### src/design/quadratic_probe_hash_set_top_macros.svh
// Assertion helpers for the hash set block.
// Define ASSERT_OFF to compile all checks away.
`ifndef QUADRATIC_PROBE_HASH_SET_TOP_MACROS_SVH
`define QUADRATIC_PROBE_HASH_SET_TOP_MACROS_SVH

`ifndef ASSERT_OFF

// implication checked in the same cycle
`define QPHS_ASSERT_IMP(lbl, ante, cons, msg) \
	lbl: assert property (@(posedge clk) disable iff (!arst_n) (ante) |-> (cons)) \
		else $error(msg);

// implication checked in the next cycle
`define QPHS_ASSERT_NXT(lbl, ante, cons, msg) \
	lbl: assert property (@(posedge clk) disable iff (!arst_n) (ante) |=> (cons)) \
		else $error(msg);

`else

`define QPHS_ASSERT_IMP(lbl, ante, cons, msg)
`define QPHS_ASSERT_NXT(lbl, ante, cons, msg)

`endif

`endif

### src/design/qphs_pkg.sv
package qphs_pkg;

	// table geometry
	localparam int TABLE_ENTRIES = 31;
	localparam int KEY_W         = 31;
	localparam int SLOT_W        = $clog2(TABLE_ENTRIES);
	localparam int SLOT_X_W      = SLOT_W + 1;
	localparam int SLOT_OUT_W    = 5;
	localparam int STATUS_W      = 3;

	localparam logic [SLOT_W-1:0]   LAST_PROBE = SLOT_W'(TABLE_ENTRIES - 1);
	localparam logic [SLOT_X_W-1:0] ENTRIES_X  = SLOT_X_W'(TABLE_ENTRIES);
	localparam logic [KEY_W-1:0]    ENTRIES_K  = KEY_W'(TABLE_ENTRIES);
	localparam logic [SLOT_W-1:0]   STEP_TWO   = SLOT_W'(2);
	localparam logic [SLOT_W-1:0]   STEP_ONE   = SLOT_W'(1);

	// home slot by reciprocal multiply: q = (key * floor(2^SH / N)) >> SH
	localparam int RECIP_SH = KEY_W + 1;
	localparam int RECIP_W  = RECIP_SH;
	localparam logic [63:0] RECIP_FULL = (64'd1 << RECIP_SH) / 64'(TABLE_ENTRIES);
	localparam logic [RECIP_W-1:0] RECIP_M = RECIP_FULL[RECIP_W-1:0];
	localparam int PROD_W = KEY_W + RECIP_W;
	localparam int QN_W   = KEY_W + SLOT_X_W;

	// command queue
	localparam int CQ_DEPTH = 2;
	localparam int CQ_PTR_W = $clog2(CQ_DEPTH);
	localparam int CQ_CNT_W = $clog2(CQ_DEPTH + 1);
	localparam logic [CQ_PTR_W-1:0] CQ_LAST = CQ_PTR_W'(CQ_DEPTH - 1);
	localparam logic [CQ_CNT_W-1:0] CQ_FULL = CQ_CNT_W'(CQ_DEPTH);

	typedef enum logic [STATUS_W-1:0] {
		ST_FOUND    = 3'd0,
		ST_MISS     = 3'd1,
		ST_INSERTED = 3'd2,
		ST_PRESENT  = 3'd3,
		ST_FULL     = 3'd4
	} status_t;

	typedef enum logic {
		BK_IDLE,
		BK_PROBE
	} back_state_t;

	typedef struct packed {
		logic              func;
		logic [KEY_W-1:0]  key;
		logic [SLOT_W-1:0] home;
	} cmd_t;

	function automatic logic [SLOT_W-1:0] mod_add(input logic [SLOT_W-1:0] a,
		input logic [SLOT_W-1:0] b);
		logic [SLOT_X_W-1:0] s;
		s = SLOT_X_W'(a) + SLOT_X_W'(b);
		if (s >= ENTRIES_X) begin
			s = s - ENTRIES_X;
		end
		return s[SLOT_W-1:0];
	endfunction

	function automatic logic [SLOT_W-1:0] mod_sub(input logic [SLOT_W-1:0] a,
		input logic [SLOT_W-1:0] b);
		logic [SLOT_X_W-1:0] s;
		s = SLOT_X_W'(a) + ENTRIES_X - SLOT_X_W'(b);
		if (s >= ENTRIES_X) begin
			s = s - ENTRIES_X;
		end
		return s[SLOT_W-1:0];
	endfunction

	// slot on the result port keeps all SLOT_W bits of the slot index
	function automatic logic [SLOT_OUT_W-1:0] slot_out(input logic [SLOT_W-1:0] s);
		logic [31:0] w;
		w = 32'(s);
		return w[SLOT_OUT_W-1:0];
	endfunction

endpackage

### src/design/qphs_ram.sv
module qphs_ram #(
	parameter int WIDTH = 8,
	parameter int DEPTH = 16
) (
	input  logic                     clk,
	input  logic                     we,
	input  logic [$clog2(DEPTH)-1:0] waddr,
	input  logic [WIDTH-1:0]         wdata,
	input  logic                     re,
	input  logic [$clog2(DEPTH)-1:0] raddr,
	output logic [WIDTH-1:0]         rdata
);

	logic [WIDTH-1:0] mem_q [DEPTH];
	logic [WIDTH-1:0] rdata_q;

	always_ff @(posedge clk) begin
		if (we) begin
			mem_q[waddr] <= wdata;
		end
		if (re) begin
			rdata_q <= mem_q[raddr];
		end
	end

	assign rdata = rdata_q;

endmodule

### src/design/qphs_front.sv
module qphs_front (
	input  logic                           clk,
	input  logic                           arst_n,
	input  logic                           push,
	output logic                           full,
	input  logic                           func,
	input  logic [qphs_pkg::KEY_W-1:0]     key,
	output logic                           cq_push,
	output qphs_pkg::cmd_t                 cq_data,
	input  logic                           cq_full
);

	logic en;
	logic v_s1, v_s2, v_s3;
	logic func_s1, func_s2, func_s3;
	logic [qphs_pkg::KEY_W-1:0] key_s1, key_s2, key_s3;
	logic [qphs_pkg::KEY_W-1:0] q_s2;
	logic [qphs_pkg::KEY_W-1:0] qn_s3;

	logic [qphs_pkg::PROD_W-1:0] prod;
	logic [qphs_pkg::QN_W-1:0]   qn_full;
	logic [qphs_pkg::KEY_W-1:0]  rem;

	// whole pipe stalls only when its last stage cannot drain
	assign en   = !(v_s3 && cq_full);
	assign full = !en;

	assign prod    = qphs_pkg::PROD_W'(key_s1) * qphs_pkg::PROD_W'(qphs_pkg::RECIP_M);
	assign qn_full = qphs_pkg::QN_W'(q_s2) * qphs_pkg::QN_W'(qphs_pkg::ENTRIES_X);

	// quotient estimate is low by at most one
	always_comb begin
		rem = key_s3 - qn_s3;
		if (rem >= qphs_pkg::ENTRIES_K) begin
			rem = rem - qphs_pkg::ENTRIES_K;
		end
	end

	always_ff @(posedge clk or negedge arst_n) begin
		if (!arst_n) begin
			v_s1 <= 1'b0;
			v_s2 <= 1'b0;
			v_s3 <= 1'b0;
		end else if (en) begin
			v_s1 <= push;
			v_s2 <= v_s1;
			v_s3 <= v_s2;
		end
	end

	always_ff @(posedge clk) begin
		if (en) begin
			func_s1 <= func;
			key_s1  <= key;
			func_s2 <= func_s1;
			key_s2  <= key_s1;
			q_s2    <= prod[qphs_pkg::PROD_W-1:qphs_pkg::RECIP_SH];
			func_s3 <= func_s2;
			key_s3  <= key_s2;
			qn_s3   <= qn_full[qphs_pkg::KEY_W-1:0];
		end
	end

	assign cq_push      = v_s3 && !cq_full;
	assign cq_data.func = func_s3;
	assign cq_data.key  = key_s3;
	assign cq_data.home = rem[qphs_pkg::SLOT_W-1:0];

endmodule

### src/design/qphs_cmd_fifo.sv
module qphs_cmd_fifo (
	input  logic           clk,
	input  logic           arst_n,
	input  logic           push,
	input  qphs_pkg::cmd_t din,
	output logic           full,
	input  logic           pop,
	output qphs_pkg::cmd_t dout,
	output logic           empty
);

	qphs_pkg::cmd_t mem_q [qphs_pkg::CQ_DEPTH];
	logic [qphs_pkg::CQ_PTR_W-1:0] wptr_q, rptr_q;
	logic [qphs_pkg::CQ_CNT_W-1:0] cnt_q;
	logic do_push, do_pop;

	assign full    = (cnt_q == qphs_pkg::CQ_FULL);
	assign empty   = (cnt_q == '0);
	assign do_push = push && !full;
	assign do_pop  = pop && !empty;
	assign dout    = mem_q[rptr_q];

	always_ff @(posedge clk or negedge arst_n) begin
		if (!arst_n) begin
			wptr_q <= '0;
			rptr_q <= '0;
			cnt_q  <= '0;
		end else begin
			if (do_push) begin
				wptr_q <= (wptr_q == qphs_pkg::CQ_LAST) ? '0 : wptr_q + 1'b1;
			end
			if (do_pop) begin
				rptr_q <= (rptr_q == qphs_pkg::CQ_LAST) ? '0 : rptr_q + 1'b1;
			end
			if (do_push && !do_pop) begin
				cnt_q <= cnt_q + 1'b1;
			end else if (do_pop && !do_push) begin
				cnt_q <= cnt_q - 1'b1;
			end
		end
	end

	always_ff @(posedge clk) begin
		if (do_push) begin
			mem_q[wptr_q] <= din;
		end
	end

endmodule

### src/design/qphs_back.sv
`include "quadratic_probe_hash_set_top_macros.svh"

module qphs_back (
	input  logic                              clk,
	input  logic                              arst_n,
	input  logic                              cq_empty,
	output logic                              cq_pop,
	input  qphs_pkg::cmd_t                    cq_data,
	input  logic                              pop,
	output logic                              empty,
	output logic [qphs_pkg::STATUS_W-1:0]     status,
	output logic [qphs_pkg::SLOT_OUT_W-1:0]   slot
);

	qphs_pkg::back_state_t state_q, state_d;

	logic                          func_q;
	logic [qphs_pkg::KEY_W-1:0]    key_q;
	logic [qphs_pkg::SLOT_W-1:0]   home_q, s_q, c_q, sq_q, delta_q;
	logic [qphs_pkg::TABLE_ENTRIES-1:0] slot_valid_q;

	logic                          res_v_q;
	qphs_pkg::status_t             res_status_q;
	logic [qphs_pkg::SLOT_W-1:0]   res_slot_q;

	logic [qphs_pkg::SLOT_W-1:0]   sq_n, delta_n, nxt_slot;
	logic                          hit_valid, key_eq, out_free;
	logic                          done;
	qphs_pkg::status_t             done_status;
	logic [qphs_pkg::SLOT_W-1:0]   done_slot;

	logic                          ram_re, ram_we;
	logic [qphs_pkg::SLOT_W-1:0]   ram_raddr;
	logic [qphs_pkg::KEY_W-1:0]    ram_rdata;
	logic                          advance, res_load;

	qphs_ram #(
		.WIDTH(qphs_pkg::KEY_W),
		.DEPTH(qphs_pkg::TABLE_ENTRIES)
	) u_key_ram (
		.clk  (clk),
		.we   (ram_we),
		.waddr(s_q),
		.wdata(key_q),
		.re   (ram_re),
		.raddr(ram_raddr),
		.rdata(ram_rdata)
	);

	assign hit_valid = slot_valid_q[s_q];
	assign key_eq    = (ram_rdata == key_q);
	assign out_free  = !res_v_q || pop;

	// odd probe steps move k up: (k+1)^2 = k^2 + (2k+1)
	always_comb begin
		if (!c_q[0]) begin
			sq_n     = qphs_pkg::mod_add(sq_q, delta_q);
			delta_n  = qphs_pkg::mod_add(delta_q, qphs_pkg::STEP_TWO);
			nxt_slot = qphs_pkg::mod_add(home_q, sq_n);
		end else begin
			sq_n     = sq_q;
			delta_n  = delta_q;
			nxt_slot = qphs_pkg::mod_sub(home_q, sq_q);
		end
	end

	always_comb begin
		done        = 1'b1;
		done_status = qphs_pkg::ST_FULL;
		done_slot   = '0;
		priority if (!hit_valid) begin
			done_status = func_q ? qphs_pkg::ST_INSERTED : qphs_pkg::ST_MISS;
			done_slot   = s_q;
		end else if (key_eq) begin
			done_status = func_q ? qphs_pkg::ST_PRESENT : qphs_pkg::ST_FOUND;
			done_slot   = s_q;
		end else if (c_q == qphs_pkg::LAST_PROBE) begin
			done_status = qphs_pkg::ST_FULL;
			done_slot   = '0;
		end else begin
			done = 1'b0;
		end
	end

	always_comb begin
		state_d = state_q;
		unique case (state_q)
			qphs_pkg::BK_IDLE: begin
				if (!cq_empty) begin
					state_d = qphs_pkg::BK_PROBE;
				end
			end
			qphs_pkg::BK_PROBE: begin
				if (done && out_free) begin
					state_d = qphs_pkg::BK_IDLE;
				end
			end
			default: state_d = qphs_pkg::BK_IDLE;
		endcase
	end

	always_comb begin
		cq_pop    = 1'b0;
		advance   = 1'b0;
		res_load  = 1'b0;
		unique case (state_q)
			qphs_pkg::BK_IDLE: begin
				cq_pop = !cq_empty;
			end
			qphs_pkg::BK_PROBE: begin
				advance  = !done;
				res_load = done && out_free;
			end
			default: begin
				cq_pop = 1'b0;
			end
		endcase
		ram_re    = cq_pop || advance;
		ram_raddr = cq_pop ? cq_data.home : nxt_slot;
		ram_we    = res_load && func_q && !hit_valid;
	end

	always_ff @(posedge clk or negedge arst_n) begin
		if (!arst_n) begin
			state_q      <= qphs_pkg::BK_IDLE;
			slot_valid_q <= '0;
			res_v_q      <= 1'b0;
		end else begin
			state_q <= state_d;
			if (ram_we) begin
				slot_valid_q[s_q] <= 1'b1;
			end
			if (res_load) begin
				res_v_q <= 1'b1;
			end else if (pop) begin
				res_v_q <= 1'b0;
			end
		end
	end

	always_ff @(posedge clk) begin
		if (cq_pop) begin
			func_q  <= cq_data.func;
			key_q   <= cq_data.key;
			home_q  <= cq_data.home;
			s_q     <= cq_data.home;
			c_q     <= '0;
			sq_q    <= '0;
			delta_q <= qphs_pkg::STEP_ONE;
		end else if (advance) begin
			s_q     <= nxt_slot;
			c_q     <= c_q + 1'b1;
			sq_q    <= sq_n;
			delta_q <= delta_n;
		end
		if (res_load) begin
			res_status_q <= done_status;
			res_slot_q   <= done_slot;
		end
	end

	assign empty  = !res_v_q;
	assign status = res_status_q;
	assign slot   = qphs_pkg::slot_out(res_slot_q);

	`QPHS_ASSERT_IMP(a_write_empty_slot, ram_we, !slot_valid_q[s_q], "insert over a live slot")
	`QPHS_ASSERT_NXT(a_insert_marks_valid, ram_we, slot_valid_q[$past(s_q)],
		"inserted slot not marked valid")
	`QPHS_ASSERT_IMP(a_hit_slot_valid,
		res_v_q && (res_status_q == qphs_pkg::ST_FOUND || res_status_q == qphs_pkg::ST_PRESENT),
		slot_valid_q[res_slot_q], "hit reported on an empty slot")
	`QPHS_ASSERT_NXT(a_stall_holds_read, state_q == qphs_pkg::BK_PROBE && done && !out_free,
		$stable(ram_rdata), "probe data lost while result stalled")

endmodule

### src/design/quadratic_probe_hash_set_top.sv
// Open-addressed hash set of 31-bit keys with quadratic probing.
// Input channel (push/full): one transfer carries func (0 find, 1 insert)
// and key. Result channel (empty/pop): one transfer per request carries
// status (found, not found, inserted, already present, table full) and slot.
// The front computes the home slot (key mod table size) in three stages by
// reciprocal multiply and hands commands to a two-entry queue. The back walks
// the probe chain +1, -1, +4, -4, ... against the key RAM, one probe a cycle,
// through its single read port. A request takes 1 to table-size probes, and
// the back finishes one request's walk before it pops the next command.
// The result register lets the back start on the next command while a result
// waits; if pop stays low the back holds its last probe, the queue fills and
// full rises until the result is taken.
// Reset (arst_n low) empties the pipeline, queue and result register and
// clears every slot valid mark at once, so the block is usable as soon as
// reset is released; key RAM contents are not cleared.
module quadratic_probe_hash_set_top (
	input  logic                            clk,
	input  logic                            arst_n,
	input  logic                            push,
	output logic                            full,
	input  logic                            func,
	input  logic [qphs_pkg::KEY_W-1:0]      key,
	output logic                            empty,
	input  logic                            pop,
	output logic [qphs_pkg::STATUS_W-1:0]   status,
	output logic [qphs_pkg::SLOT_OUT_W-1:0] slot
);

	// front -> queue
	logic           fq_push;
	qphs_pkg::cmd_t fq_data;
	logic           fq_full;

	// queue -> back
	logic           bq_pop;
	qphs_pkg::cmd_t bq_data;
	logic           bq_empty;

	qphs_front u_front (
		.clk    (clk),
		.arst_n (arst_n),
		.push   (push),
		.full   (full),
		.func   (func),
		.key    (key),
		.cq_push(fq_push),
		.cq_data(fq_data),
		.cq_full(fq_full)
	);

	// decouples home-slot computation from the probe walk
	qphs_cmd_fifo u_cmd_fifo (
		.clk   (clk),
		.arst_n(arst_n),
		.push  (fq_push),
		.din   (fq_data),
		.full  (fq_full),
		.pop   (bq_pop),
		.dout  (bq_data),
		.empty (bq_empty)
	);

	qphs_back u_back (
		.clk     (clk),
		.arst_n  (arst_n),
		.cq_empty(bq_empty),
		.cq_pop  (bq_pop),
		.cq_data (bq_data),
		.pop     (pop),
		.empty   (empty),
		.status  (status),
		.slot    (slot)
	);

endmodule
### config.mk
export PLATFORM = sky130hd
export DESIGN_NAME = quadratic_probe_hash_set_top
export DESIGN_NICKNAME = d
export VERILOG_FILES = /design/src/design/qphs_pkg.sv /design/src/design/qphs_ram.sv /design/src/design/qphs_front.sv /design/src/design/qphs_cmd_fifo.sv /design/src/design/qphs_back.sv /design/src/design/quadratic_probe_hash_set_top.sv
export VERILOG_INCLUDE_DIRS = /design/src /design/src/design
export SDC_FILE = /design/constraint.sdc
export NUM_CORES = 2
export LEC_CHECK = 0
export BUFFER_PORTS_ARGS = -buffer_cell sky130_fd_sc_hd__buf_2
export CAP_MARGIN = 20
export CORE_MARGIN = 2
export CORE_UTILIZATION = 64
export CTS_BUF_LIST = sky130_fd_sc_hd__clkbuf_16
export DETAILED_ROUTE_END_ITERATION = 10
export GPL_TIMING_DRIVEN = 0
export PLACE_DENSITY_LB_ADDON = 0.08
export SETUP_SLACK_MARGIN = 0.05
export SYNTH_ARGS = -nofsm -noshare
export SYNTH_HDL_FRONTEND = slang
export SYNTH_SLANG_ARGS = --single-unit
### constraint.sdc
create_clock -name clk -period 6.7 [get_ports clk]
set_input_delay 1.005 -clock clk [delete_from_list [all_inputs] [get_ports clk]]
set_output_delay 1.005 -clock clk [all_outputs]
set_load 0.05 [all_outputs]
==> run_results.csv <==
group,metric,value,unit
worst_setup_path,crit_path_start,"u_back.delta_q[0]",
timing,worst_hold_slack,0.417,ns
die,coreArea,95300,µm²
clocking,root_buffer,"clkbuf_16",
worst_setup_path,cp-start-kind,"flip-flop",
yosys,synth_common_cells,"edfxtp_1, nand2_1, nand3_1",
timing,layout_min_cycle_time,6.42,ns
clocking,post_cts_buffers,0,
timing,setup_viol,0,
grt,grt_util_all_layers,0.313,
yosys,synthesis.nets,5310,
die,core.rowCount,113,
status,status,"completed",
worst_setup_path,endpoint_kind,"flip-flop",
yosys,synth_seq_cells,1325,
worst_setup_path,path_class,"reg2reg",
worst_setup_path,rrSetupSlack,0.28,ns
timing,post-route-period-util,0.958,
flow_run,drv_cap,0,
yosys,yosysUniqueCellTypes,76,
grt,antenna_found_initial,4,
placed_design,placed_cell_area,64600,µm²
worst_setup_path,critPathArrivalTime,6.89,ns
die,die_w,314,µm
die,die_h,314,µm
die,start_util,0.647,
clocking,clk_pin_slew,0.06,ns
detailed_routing,ant_nets,0,
worst_setup_path,rr_endpoint,"u_back.u_key_ram.rdata[11]",
yosys,ys_seq_area_frac,0.640,
detailed_routing,initialDrtViolationCount,4655,
yosys,synth-simple-area-share,0.136,
clocking,numCtsBuffers,134,
final_layout,ff_latch_area,39400,µm²
grt,grt_pass1_vias,39258,
yosys,synth_xor_xnor_area_share,0.0175,
worst_setup_path,crit_fanout,10,
final_layout,area_growth,13.2,%
yosys,synth_area_leaders,"edfxtp_1, nand2_1, ha_1",
final_layout,drive_above_1_share,0.124,
detailed_routing,drc_errors,0,
clocking,clock_sinks,1325,
grt,grt_overflow,0,
timing,worstMarginPinSlew,1.16,ns
placed_design,gp_congestion,0.884,
detailed_routing,wl_per_cell,23.9,µm
yosys,yosysMostFrequentCell,"edfxtp_1",
timing,finalClockSkew,0.0320,ns
grt,grt_pass1_wl,231000,µm
yosys,syn_inst,4828,
timing,slew_violations,0,
yosys,synth.avg_cell_area,12.8,µm²
final_layout,multi_input_comb_area,20900,µm²
timing,grt_setup_unrepaired,"no",
yosys,synthFlopType,"edfxtp_1",
yosys,yosys.area_share.adder,0.110,
final_layout,finalNetCount,5557,
worst_setup_path,r2r_cells,23,
detailed_routing,wl,154000,µm
die,die_area,98800,µm²
yosys,yosysTopAreaCellShare,0.619,
final_layout,stdcell_area,69800,µm²
grt,grt_max_degree,41,
placed_design,io_buffers,45,
final_layout,num-fill-cells,6171,
yosys,synth-compound-area-share,0.0557,
timing,slew_headroom,0.226,
timing,hold_viol,0,
clocking,htree_levels,4,
yosys,synth_edf_count,1270,
detailed_routing,drt_pass1_iterations,6,
yosys,synth_largest_area_cell,"edfxtp_1",
detailed_routing,num_vias,39454,
placed_design,dp_hpwl,109000,µm
clocking,cts_tree,"yes",
yosys,syn_area,61600,µm²
yosys,muxShareOfSynthArea,0.0115,
yosys,synthArstFlopShare,0.0302,
detailed_routing,vias_per_cell,6.12,
final_layout,antenna_cells,0,
min_path,holdCritPathClass,"in2async",
yosys,synth_top_family_by_area,"simple AND/OR/NAND/NOR gates",
clocking,clk_latency,0.74,ns
die,io-pin-count,46,
worst_setup_path,crit_required,7.17,ns
clocking,clockBufferDepth,3,
timing,timing.fmax,156,MHz
worst_setup_path,r2r_start,"u_back.delta_q[0]",
yosys,yosysWarnings,0,
-- layout by cell type, fill, tap and decap left out, types with 31 or more instances in the layout --
master / n
a21oi_1: 276
o21ai_0: 50
or2_2: 37
clkbuf_16: 136
edfxtp_1: 1270
clkbuf_2: 54
a311oi_1: 37
fa_1: 158
a21o_1: 34
or4_1: 34
nand3_1: 402
clkbuf_1: 44
dfrtp_1: 40
xnor2_1: 62
nand2_1: 969
nor4_2: 31
nor2_4: 32
nor2_1: 202
xor2_1: 56
inv_1: 296
ha_1: 288
mux2_2: 40
buf_12: 32
buf_2: 106
-- final cells by class --
class,instances,area share
flip-flops and latches,1325,0.565
clock inverters,104,0.0110
repair buffers,111,0.0242
clock buffers,136,0.0488
well taps,1265,0.0227
inverters,268,0.0144
plain buffers,197,0.0145
multi-input cells,3038,0.299
-- kinds of logic after synthesis --
family / after synthesis
multiplexers: 57
flip-flops: 1325
buffers and inverters: 465
adder cells (fa/ha/maj): 446
AO/OA/AOI/OAI: 551
XOR/XNOR: 121
AND/OR/NAND/NOR: 1863
-- critical path: stages (launching register included) --
cell,delay [ns]
dfxtp_1,0.41
ha_1,0.21
inv_1,0.06
fa_1,0.47
inv_1,0.10
ha_1,0.18
nand3_1,0.14
o21ai_4,0.23
nand2_1,0.12
xnor2_2,0.21
ha_1,0.28
and3_1,0.21
o21ai_2,0.23
or4b_1,0.52
a21o_1,0.22
a21oi_1,0.14
o21ai_0,0.11
o211ai_2,0.23
clkbuf_4,0.34
clkbuf_1,0.47
a311oi_1,0.22
a2111oi_2,0.66
or4_1,0.33
nor4_2,0.06
-- through the flow --
stage                     setup TNS, ns  utilization  std cells  setup slack, ns
after global placement          -163.40        0.666       6138            -1.01
final                                 0        0.732       6444            0.283
after CTS                             0        0.723       6424          0.00447
after detailed placement         -13.05        0.678       6184           -0.563
after global routing                  0        0.732       6444           0.0417
after floorplan                  -0.333            -       4828           -0.333
-- worst max path at each step --
stage / end / slack, ns / cells past startpoint
2_1_floorplan: full / -0.33 / 3
3_3_place_gp: u_front.key_s3[5] / -1.01 / 2
3_5_place_dp: u_back.u_key_ram.rdata[29] / -0.56 / 25
4_1_cts: u_back.u_key_ram.rdata[29] / 0.004 / 25
5_1_grt: u_back.u_key_ram.rdata[15] / 0.04 / 23
6_report: u_back.u_key_ram.rdata[11] / 0.28 / 23
-- sequential cells by signal, summed over array words and instances (netlist names), 27 cells and up --
| name | flops |
|---|---|
| u_back.u_key_ram.rdata | 31 |
| u_back.key_q | 31 |
| u_back.u_key_ram.mem_q | 961 |
| u_front.q_s2 | 27 |
| u_front.key_s1 | 31 |
| u_cmd_fifo.mem_q | 74 |
| u_front.key_s3 | 31 |
| u_back.slot_valid_q | 31 |
| u_front.key_s2 | 31 |
| u_front.qn_s3 | 31 |
-- metal layers --
| layer | wire length (µm) | GRT usage | vias to the layer above |
|---|---|---|---|
| li1 | - | - | 17837 |
| met1 | 56500 | 0.390 | 19405 |
| met4 | 6400 | 0.135 | 2 |
| met5 | 7 | 0 | - |
| met3 | 11800 | 0.0475 | 350 |
| met2 | 79500 | 0.548 | 1860 |
-- what timing repair did --
action	CTS	global route
endpoints found under the setup margin	32	36
resized for setup	69	142
pin swaps	0	1
hold buffers	0	0
Power is left out: the tool's default activity adds up to more than one toggle a clock period on the data nets, which glitch-free logic cannot reach.
